$ cat src/sv/lhr_pkg.sv
// ----------------------------------------------------------------------------
// lhr_pkg
// Shared widths, register map and reset values for the lookback history ring.
// ----------------------------------------------------------------------------
`default_nettype none

package lhr_pkg;

    localparam int DEPTH = 64;
    localparam int AW    = $clog2(DEPTH);
    localparam int CW    = 7;
    localparam int BW    = 8;

    localparam int PAW   = 3;
    localparam int PDW   = 32;

    localparam logic       REG_RING_SIZE = 1'b0;
    localparam logic [CW-1:0] RING_SIZE_RST = CW'(64);

    localparam logic CMD_PUSH = 1'b0;
    localparam logic CMD_READ = 1'b1;

endpackage

`default_nettype wire

$ cat src/sv/lhr_if.sv
// ----------------------------------------------------------------------------
// lhr_if
// Request and result channels of the lookback history ring.
// ----------------------------------------------------------------------------
`default_nettype none

interface lhr_in_if;
    import lhr_pkg::*;

    logic          valid;
    logic          ready;
    logic          cmd;
    logic [BW-1:0] data_byte;
    logic [CW-1:0] read_count;

    modport source (output valid, cmd, data_byte, read_count, input ready);
    modport sink   (input valid, cmd, data_byte, read_count, output ready);
endinterface

interface lhr_out_if;
    import lhr_pkg::*;

    logic          valid;
    logic          ready;
    logic [BW-1:0] out_byte;
    logic          last;
    logic          empty_res;
    logic [CW-1:0] total;

    modport source (output valid, out_byte, last, empty_res, total, input ready);
    modport sink   (input valid, out_byte, last, empty_res, total, output ready);
endinterface

`default_nettype wire

$ cat src/sv/lookback_history_ring.sv
// ----------------------------------------------------------------------------
// lookback_history_ring
// Ring store of the newest bytes pushed; a read request drains the newest
// bytes oldest first and clears the ring.
// ----------------------------------------------------------------------------
//  channel | dir | payload                              | handshake
//  i_in    | in  | cmd, data_byte, read_count           | valid / ready
//  o_out   | out | out_byte, last, empty_res, total     | valid / ready
//  apb     | in  | ring_size at byte address 0          | psel, penable, pready
//
//  A push gives no result.
//  A read is accepted, then the ring issues one store read a cycle while
//  the result side keeps up; bytes leave one a cycle, through the store
//  read register and the output register. Requests are refused until the
//  last byte of the run has been read from the store.
//  Synchronous active-low reset clears control state; store contents stay
//  undefined until pushed.
// ----------------------------------------------------------------------------
`default_nettype none

module lookback_history_ring (
    input  wire                     i_clk,
    input  wire                     i_rst_n,
    lhr_in_if.sink                  i_in,
    lhr_out_if.source               o_out,
    input  wire                     psel,
    input  wire                     penable,
    input  wire                     pwrite,
    input  wire [lhr_pkg::PAW-1:0]  paddr,
    input  wire [lhr_pkg::PDW-1:0]  pwdata,
    output logic [lhr_pkg::PDW-1:0] prdata,
    output logic                    pready
);
    import lhr_pkg::*;

    typedef enum logic [1:0] {
        ST_IDLE = 2'b01,
        ST_RUN  = 2'b10
    } t_state;

    logic [BW-1:0] mem [DEPTH];

    t_state        r_state,     n_state;
    logic [CW-1:0] r_ring_size;
    logic [AW-1:0] r_head,      n_head;
    logic [CW-1:0] r_fill,      n_fill;
    logic [CW-1:0] r_rem,       n_rem;
    logic [AW-1:0] r_addr,      n_addr;
    logic [CW-1:0] r_total,     n_total;
    logic          r_empty,     n_empty;

    logic          r_dv,        n_dv;
    logic [BW-1:0] r_rd_data;
    logic          r_d_last;
    logic          r_d_empty;
    logic [CW-1:0] r_d_total;

    logic          r_ov,        n_ov;
    logic [BW-1:0] r_out_byte;
    logic          r_out_last;
    logic          r_out_empty;
    logic [CW-1:0] r_out_total;

    logic          cfg_wr;
    logic [CW-1:0] size;
    logic          in_acc;
    logic          push;
    logic          load;
    logic          issue;
    logic [CW-1:0] run;
    logic [CW:0]   start_sum;
    logic [CW:0]   start_pos;
    logic [AW-1:0] addr_inc;

    assign pready = 1'b1;
    assign cfg_wr = psel & penable & pwrite & (paddr[2] == REG_RING_SIZE);
    assign prdata = (paddr[2] == REG_RING_SIZE) ? PDW'(r_ring_size) : '0;

    always_comb begin
        if (r_ring_size == '0) begin
            size = CW'(1);
        end else if (r_ring_size > CW'(DEPTH)) begin
            size = CW'(DEPTH);
        end else begin
            size = r_ring_size;
        end
    end

    assign i_in.ready = (r_state == ST_IDLE);
    assign in_acc     = i_in.valid & i_in.ready;
    assign push       = in_acc & (i_in.cmd == CMD_PUSH);

    assign load  = r_dv & (~r_ov | o_out.ready);
    assign issue = (r_state == ST_RUN) & (~r_dv | load);

    assign run       = (i_in.read_count < r_fill) ? i_in.read_count : r_fill;
    assign start_sum = (CW+1)'(r_head) + (CW+1)'(size) - (CW+1)'(run);
    assign start_pos = (start_sum >= (CW+1)'(size)) ? start_sum - (CW+1)'(size)
                                                    : start_sum;
    assign addr_inc  = (CW'(r_addr) + CW'(1) == size) ? '0 : r_addr + AW'(1);

    always_comb begin
        n_state = r_state;
        n_head  = r_head;
        n_fill  = r_fill;
        n_rem   = r_rem;
        n_addr  = r_addr;
        n_total = r_total;
        n_empty = r_empty;
        n_dv    = load ? 1'b0 : r_dv;
        n_ov    = (o_out.ready) ? 1'b0 : r_ov;
        if (load) begin
            n_ov = 1'b1;
        end
        case (r_state)
            ST_IDLE: begin
                if (push) begin
                    n_head = (CW'(r_head) + CW'(1) == size) ? '0 : r_head + AW'(1);
                    n_fill = (r_fill + CW'(1) > size) ? size : r_fill + CW'(1);
                end else if (in_acc) begin
                    n_head  = '0;
                    n_fill  = '0;
                    n_rem   = run;
                    n_total = run;
                    n_empty = (run == '0);
                    n_addr  = AW'(start_pos);
                    n_state = ST_RUN;
                end
            end
            ST_RUN: begin
                if (issue) begin
                    n_dv   = 1'b1;
                    n_rem  = r_rem - CW'(1);
                    n_addr = addr_inc;
                    if (r_empty || r_rem == CW'(1)) begin
                        n_state = ST_IDLE;
                    end
                end
            end
            default: begin
                n_state = ST_IDLE;
            end
        endcase
        if (cfg_wr) begin
            n_head = '0;
            n_fill = '0;
        end
    end

    always_ff @(posedge i_clk) begin
        if (!i_rst_n) begin
            r_state     <= ST_IDLE;
            r_ring_size <= RING_SIZE_RST;
            r_head      <= '0;
            r_fill      <= '0;
            r_rem       <= '0;
            r_empty     <= 1'b0;
            r_dv        <= 1'b0;
            r_ov        <= 1'b0;
        end else begin
            r_state <= n_state;
            r_head  <= n_head;
            r_fill  <= n_fill;
            r_rem   <= n_rem;
            r_empty <= n_empty;
            r_dv    <= n_dv;
            r_ov    <= n_ov;
            if (cfg_wr) begin
                r_ring_size <= pwdata[CW-1:0];
            end
        end
    end

    always_ff @(posedge i_clk) begin
        r_addr  <= n_addr;
        r_total <= n_total;
        if (issue) begin
            r_d_last  <= r_empty | (r_rem == CW'(1));
            r_d_empty <= r_empty;
            r_d_total <= r_total;
        end
        if (load) begin
            r_out_byte  <= r_d_empty ? '0 : r_rd_data;
            r_out_last  <= r_d_last;
            r_out_empty <= r_d_empty;
            r_out_total <= r_d_total;
        end
    end

    // store: one write port for pushes, one registered read port for runs
    always_ff @(posedge i_clk) begin
        if (push) begin
            mem[r_head] <= i_in.data_byte;
        end
        if (issue) begin
            r_rd_data <= mem[r_addr];
        end
    end

    assign o_out.valid     = r_ov;
    assign o_out.out_byte  = r_out_byte;
    assign o_out.last      = r_out_last;
    assign o_out.empty_res = r_out_empty;
    assign o_out.total     = r_out_total;

endmodule

`default_nettype wire

$ cat src/flat_wrapper.sv
// flat-port wrapper written by rule: the top's interface ports become plain ports
module lookback_history_ring_flat import lhr_pkg::*;
  (i_clk, i_rst_n, psel, penable, pwrite, paddr, pwdata, prdata, pready, i_in_valid, i_in_cmd, i_in_data_byte, i_in_read_count, i_in_ready, o_out_valid, o_out_out_byte, o_out_last, o_out_empty_res, o_out_total, o_out_ready);
  lhr_in_if i_in_i ();
  lhr_out_if o_out_i ();
  input  wire i_clk;
  input  wire i_rst_n;
  input  wire psel;
  input  wire penable;
  input  wire pwrite;
  input  wire [lhr_pkg::PAW-1:0] paddr;
  input  wire [lhr_pkg::PDW-1:0] pwdata;
  output logic [lhr_pkg::PDW-1:0] prdata;
  output logic pready;
  input wire logic [$bits(i_in_i.valid)-1:0] i_in_valid;
  input wire logic [$bits(i_in_i.cmd)-1:0] i_in_cmd;
  input wire logic [$bits(i_in_i.data_byte)-1:0] i_in_data_byte;
  input wire logic [$bits(i_in_i.read_count)-1:0] i_in_read_count;
  output wire logic [$bits(i_in_i.ready)-1:0] i_in_ready;
  output wire logic [$bits(o_out_i.valid)-1:0] o_out_valid;
  output wire logic [$bits(o_out_i.out_byte)-1:0] o_out_out_byte;
  output wire logic [$bits(o_out_i.last)-1:0] o_out_last;
  output wire logic [$bits(o_out_i.empty_res)-1:0] o_out_empty_res;
  output wire logic [$bits(o_out_i.total)-1:0] o_out_total;
  input wire logic [$bits(o_out_i.ready)-1:0] o_out_ready;
  assign i_in_i.valid = i_in_valid;
  assign i_in_i.cmd = i_in_cmd;
  assign i_in_i.data_byte = i_in_data_byte;
  assign i_in_i.read_count = i_in_read_count;
  assign i_in_ready = i_in_i.ready;
  assign o_out_valid = o_out_i.valid;
  assign o_out_out_byte = o_out_i.out_byte;
  assign o_out_last = o_out_i.last;
  assign o_out_empty_res = o_out_i.empty_res;
  assign o_out_total = o_out_i.total;
  assign o_out_i.ready = o_out_ready;
  lookback_history_ring u_core (.i_clk(i_clk), .i_rst_n(i_rst_n), .i_in(i_in_i), .o_out(o_out_i), .psel(psel), .penable(penable), .pwrite(pwrite), .paddr(paddr), .pwdata(pwdata), .prdata(prdata), .pready(pready));
endmodule
$ cat config.mk
export PLATFORM = sky130hd
export DESIGN_NAME = lookback_history_ring_flat
export DESIGN_NICKNAME = d
export VERILOG_FILES = /design/src/sv/lhr_pkg.sv /design/src/sv/lhr_if.sv /design/src/sv/lookback_history_ring.sv /design/src/flat_wrapper.sv
export SDC_FILE = /design/constraint.sdc
export NUM_CORES = 1
export LEC_CHECK = 0
export BUFFER_PORTS_ARGS = -buffer_cell sky130_fd_sc_hd__buf_2
export CAP_MARGIN = 20
export CELL_PAD_IN_SITES_DETAIL_PLACEMENT = 2
export CELL_PAD_IN_SITES_GLOBAL_PLACEMENT = 2
export CORE_MARGIN = 5
export CORE_UTILIZATION = 49
export CTS_BUF_LIST = sky130_fd_sc_hd__clkbuf_4 sky130_fd_sc_hd__clkbuf_8
export CTS_CLUSTER_SIZE = 8
export DETAILED_ROUTE_END_ITERATION = 8
export GPL_TIMING_DRIVEN = 0
export PLACE_DENSITY = 0.92
export RECOVER_POWER = 50
export SYNTH_ARGS = -nofsm -noshare
export SYNTH_HDL_FRONTEND = slang
export SYNTH_SLANG_ARGS = --single-unit
$ cat constraint.sdc
create_clock -name i_clk -period 6.06 [get_ports i_clk]
set_input_delay 0.606 -clock i_clk [delete_from_list [all_inputs] [get_ports i_clk]]
set_output_delay 0.606 -clock i_clk [all_outputs]
set_load 0.02 [all_outputs]
==> flow_summary.yaml <==
synthesis:
  synth_area_um2: 24800
  yosysUniqueCellTypes: 61
  number_of_synthesis_warnings: 0
  synthesis.instances: 1363
  dominantRegCellSynth: "sky130_fd_sc_hd__edfxtp_1"
  synth.ff_latch_count: 591
  synth_enable_flop_cells: 559
  synth_sequential_area_ratio: 0.702
  post_synthesis_async_set_or_reset_flop_share: 0
  syn_area_per_cell_um2: 18.2
cells_and_area:
  layout.filler_cells: 4283
  register_area_um2: 17400
  post_route_cells_drive_above_1_share: 0.268
  fin_area_um2: 28000
  finish.utilization: 0.558
  flow.area_growth_from_synthesis_pct: 12.8
  finish.net_count: 1652
  multi_input_area_um2: 6900
global_route:
  wire_length_of_the_first_global_routing_pass_mm: 138
  track_usage: 0.352
  antenna_violations_before_repair: 3
  via_count_of_the_first_global_routing_pass: 17000
  maximum_number_of_pins_on_one_net_before_global_route_repair: 65
  grt_overflow_total: 0
critical_path:
  reg2reg_to: "u_core.r_addr[4]"
  end_kind: "flop"
  nature_of_the_critical_path_startpoint: "flop"
  regToRegSetupSlack_ns: -0.28
  worst_setup_startpoint: "u_core.r_fill[1]"
  cp_data_required_time_ns: 6.43
  rr_startpoint: "u_core.r_fill[1]"
  worst-r2r-cell-count: 20
  worst-endpoint-arrival_ns: 6.71
  critical_path.max_fanout: 5
  timing.setup.critical_path_class: "flop to flop"
sta:
  skew_ns: 0.0643
  worst_hold_slack_ns: 0.156
  max_slew_margin: -1.67
  finalCritPeriodShare: 1.05
  timing_worst_slew_pin_value_ns: 4.00
  finalSetupTns_ns: -1.15
  setup_viol: 6
  setup_ws_ns: -0.278
  max_clock_freq_ghz: 0.158
  final-hold-violation-count: 0
  slew_violations: 502
  min_period_ns: 6.34
worst_hold_path:
  worst_hold_stages: 3
  worstHoldPathType: "primary input to flop"
  hold_path_startpoint: "pwdata[6]"
  worst_hold_path.endpoint: "u_core.r_ring_size[6]"
detailed_routing:
  vias_per_cell: 7.16
  totalWireLength_mm: 104
  detail-route-antenna-nets: 0
  first_iter_violations: 2672
  count_of_vias_placed_by_the_detailed_router: 16500
  routedWlPerCell_um: 45.1
  detail_route.first_pass.iterations: 6
  drc_violations: 0
clocking:
  worst_setup_hold_path_clk_slew_ns: 0.08
  cts-hold-fix-buffers: 0
  ctsRootBufferMaster: "sky130_fd_sc_hd__clkbuf_8"
  tritoncts_num_sinks: 591
  cts_tree: "done"
  clockBufferDepth: 3
  worst_skew_pair.late_latency_ns: 0.75
  ctsHtreeMaxLevel: 3
  tritoncts.num_buffers: 99
placement:
  post_dp_cell_area_um2: 26000
  gpl.final_weighted_congestion: 0.874
  dp.final_hpwl_mm: 59.0
  buffer_ports.inserted: 56
pwr:
  power.density_nw_per_um2: 337
  total_power_mw: 9.43
  total_leakage_power_nw: 9.25
  worst_ir_drop_vdd_mv: 0.207
outcome:
  status: "finished with violations"
  violations_in_the_final_reports: "capacitance limit, slew limit, setup timing"
floorplan:
  design.core.area_um2: 50200
  io_pins: 110
  die-height_um: 235
  floorplan.rows: 82
  die_area_um2: 55200
  die_width_um: 235
  initial_utilization: 0.495
run:
  max_cap_viol_count: 8
worst max-delay path, stage by stage, from the launching register on:
cell and delay (ns):
sky130_fd_sc_hd__dfxtp_1 0.46, sky130_fd_sc_hd__inv_1 0.16, sky130_fd_sc_hd__ha_1 0.33, sky130_fd_sc_hd__nand2_1 0.08
sky130_fd_sc_hd__o21ai_0 0.23, sky130_fd_sc_hd__a31oi_2 0.20, sky130_fd_sc_hd__o21ai_4 0.28, sky130_fd_sc_hd__mux2_2 0.47
sky130_fd_sc_hd__ha_1 0.37, sky130_fd_sc_hd__inv_1 0.14, sky130_fd_sc_hd__ha_1 0.31, sky130_fd_sc_hd__fa_1 0.51
sky130_fd_sc_hd__a31o_2 0.27, sky130_fd_sc_hd__xor2_2 0.17, sky130_fd_sc_hd__ha_1 0.37, sky130_fd_sc_hd__o21ai_1 0.23
sky130_fd_sc_hd__a31oi_1 0.13, sky130_fd_sc_hd__o21a_1 0.25, sky130_fd_sc_hd__nor3_4 0.24, sky130_fd_sc_hd__mux2i_2 0.47
sky130_fd_sc_hd__o22ai_1 0.28
timing repair:
item                                   CTS  global route
pin swaps                                2             1
resized for setup                       11             6
setup endpoints to repair                6             6
endpoints found under the hold margin    0             0
cloned                                   1             0
buffers inserted                         1             1
cell families after synthesis:
| group | synth area share |
|---|---|
| flops | 0.702 |
| simple gates | 0.0489 |
| mux | 0.157 |
| buf+inv | 0.0271 |
| compound gates | 0.0317 |
| fa+ha+maj | 0.0228 |
| xor+xnor | 0.00953 |
| other cells | 0.000303 |
how the worst max path moves through the flow:
stage,depth (start not counted),endpoint
global placement,20,u_core.r_addr[0]
finish,20,u_core.r_addr[4]
CTS,21,u_core.r_addr[0]
global route,21,u_core.r_addr[4]
detailed placement,20,u_core.r_addr[4]
floorplan,19,u_core.r_addr[4]
registers in the layout, summed over array words and instances, names as in the netlist, 7 cells and up:
signal                 count
u_core.mem               512
u_core.o_out.out_byte      8
u_core.r_rd_data           8
u_core.o_out.total         7
u_core.r_d_total           7
u_core.r_fill              7
u_core.r_rem               7
u_core.r_ring_size         7
u_core.r_total             7
area by class of cell:
class                      count  area share
sequential                   591       0.623
multi-input combinational    665       0.246
clock buffer                 141      0.0608
tap                          672      0.0300
buffer                        88      0.0181
timing repair buffer          64      0.0110
inverter                      44     0.00590
clock inverter                31     0.00501
antenna                        2    0.000179
metrics by stage:
step,setup WS (ns),cells
after global placement,0.0119,2115
after detailed placement,-0.485,2116
final,-0.278,2298
after global routing,-0.199,2296
after floorplan,0.851,1387
after CTS,0.0380,2290
report_power, final:
group | switching, mW | internal, mW
logic | 0.801 | 0.433
clock network | 1.87 | 1.80
registers | 0.0227 | 4.50
total | 2.69 | 6.74
cell usage after synthesis, drive strengths merged, types with 3 or more instances:
cell type  number  area (um^2)
mux2i          21          210
nand4           6         37.5
o22ai           8         50.1
mux2            8         90.1
buf            67          427
fa              7          140
o21bai          3         22.5
nor2b          23          144
a31oi          10         62.6
nand3          40          205
edfxtp        559        16800
o2bb2ai         3         26.3
a21oi          20          100
xor2            8         70.1
and3            3         18.8
nand2          53          199
nor4            5         46.3
a221oi          4         35.0
dfxtp          32          641
mux4          160         3600
xnor2          19          166
nor3           15         85.1
inv            43          161
a32oi           5         43.8
a21o            7         52.6
ha             34          425
o31ai           4         30.0
clkbuf         21         80.1
o21ai          26          130
o21a            7         52.6
nor2          110          413
a22o            4         35.0
layer usage:
layer / global-route usage / vias to the layer above / share of wire
li1: - / 5799 / -
met1: 0.420 / 8483 / 0.34
met2: 0.573 / 1680 / 0.47
met3: 0.0872 / 496 / 0.10
met5: 0 / - / 0.00019
met4: 0.228 / 2 / 0.086
placed cells by master, fill, tap and decap left out, types with 24 or more instances in the layout:
master	Yosys	routed
sky130_fd_sc_hd__mux4_2	160	160
sky130_fd_sc_hd__clkinv_1	1	24
sky130_fd_sc_hd__edfxtp_1	559	559
sky130_fd_sc_hd__buf_4	35	39
sky130_fd_sc_hd__clkbuf_1	20	48
sky130_fd_sc_hd__conb_1	2	26
sky130_fd_sc_hd__inv_1	43	43
sky130_fd_sc_hd__nor2_1	110	110
sky130_fd_sc_hd__nand3_1	39	39
sky130_fd_sc_hd__ha_1	34	32
sky130_fd_sc_hd__dfxtp_1	32	31
sky130_fd_sc_hd__buf_2	23	53
sky130_fd_sc_hd__clkbuf_8	0	103
sky130_fd_sc_hd__nand2_1	53	53
sky130_fd_sc_hd__clkbuf_4	0	38
(Power assumes the default switching activity.)
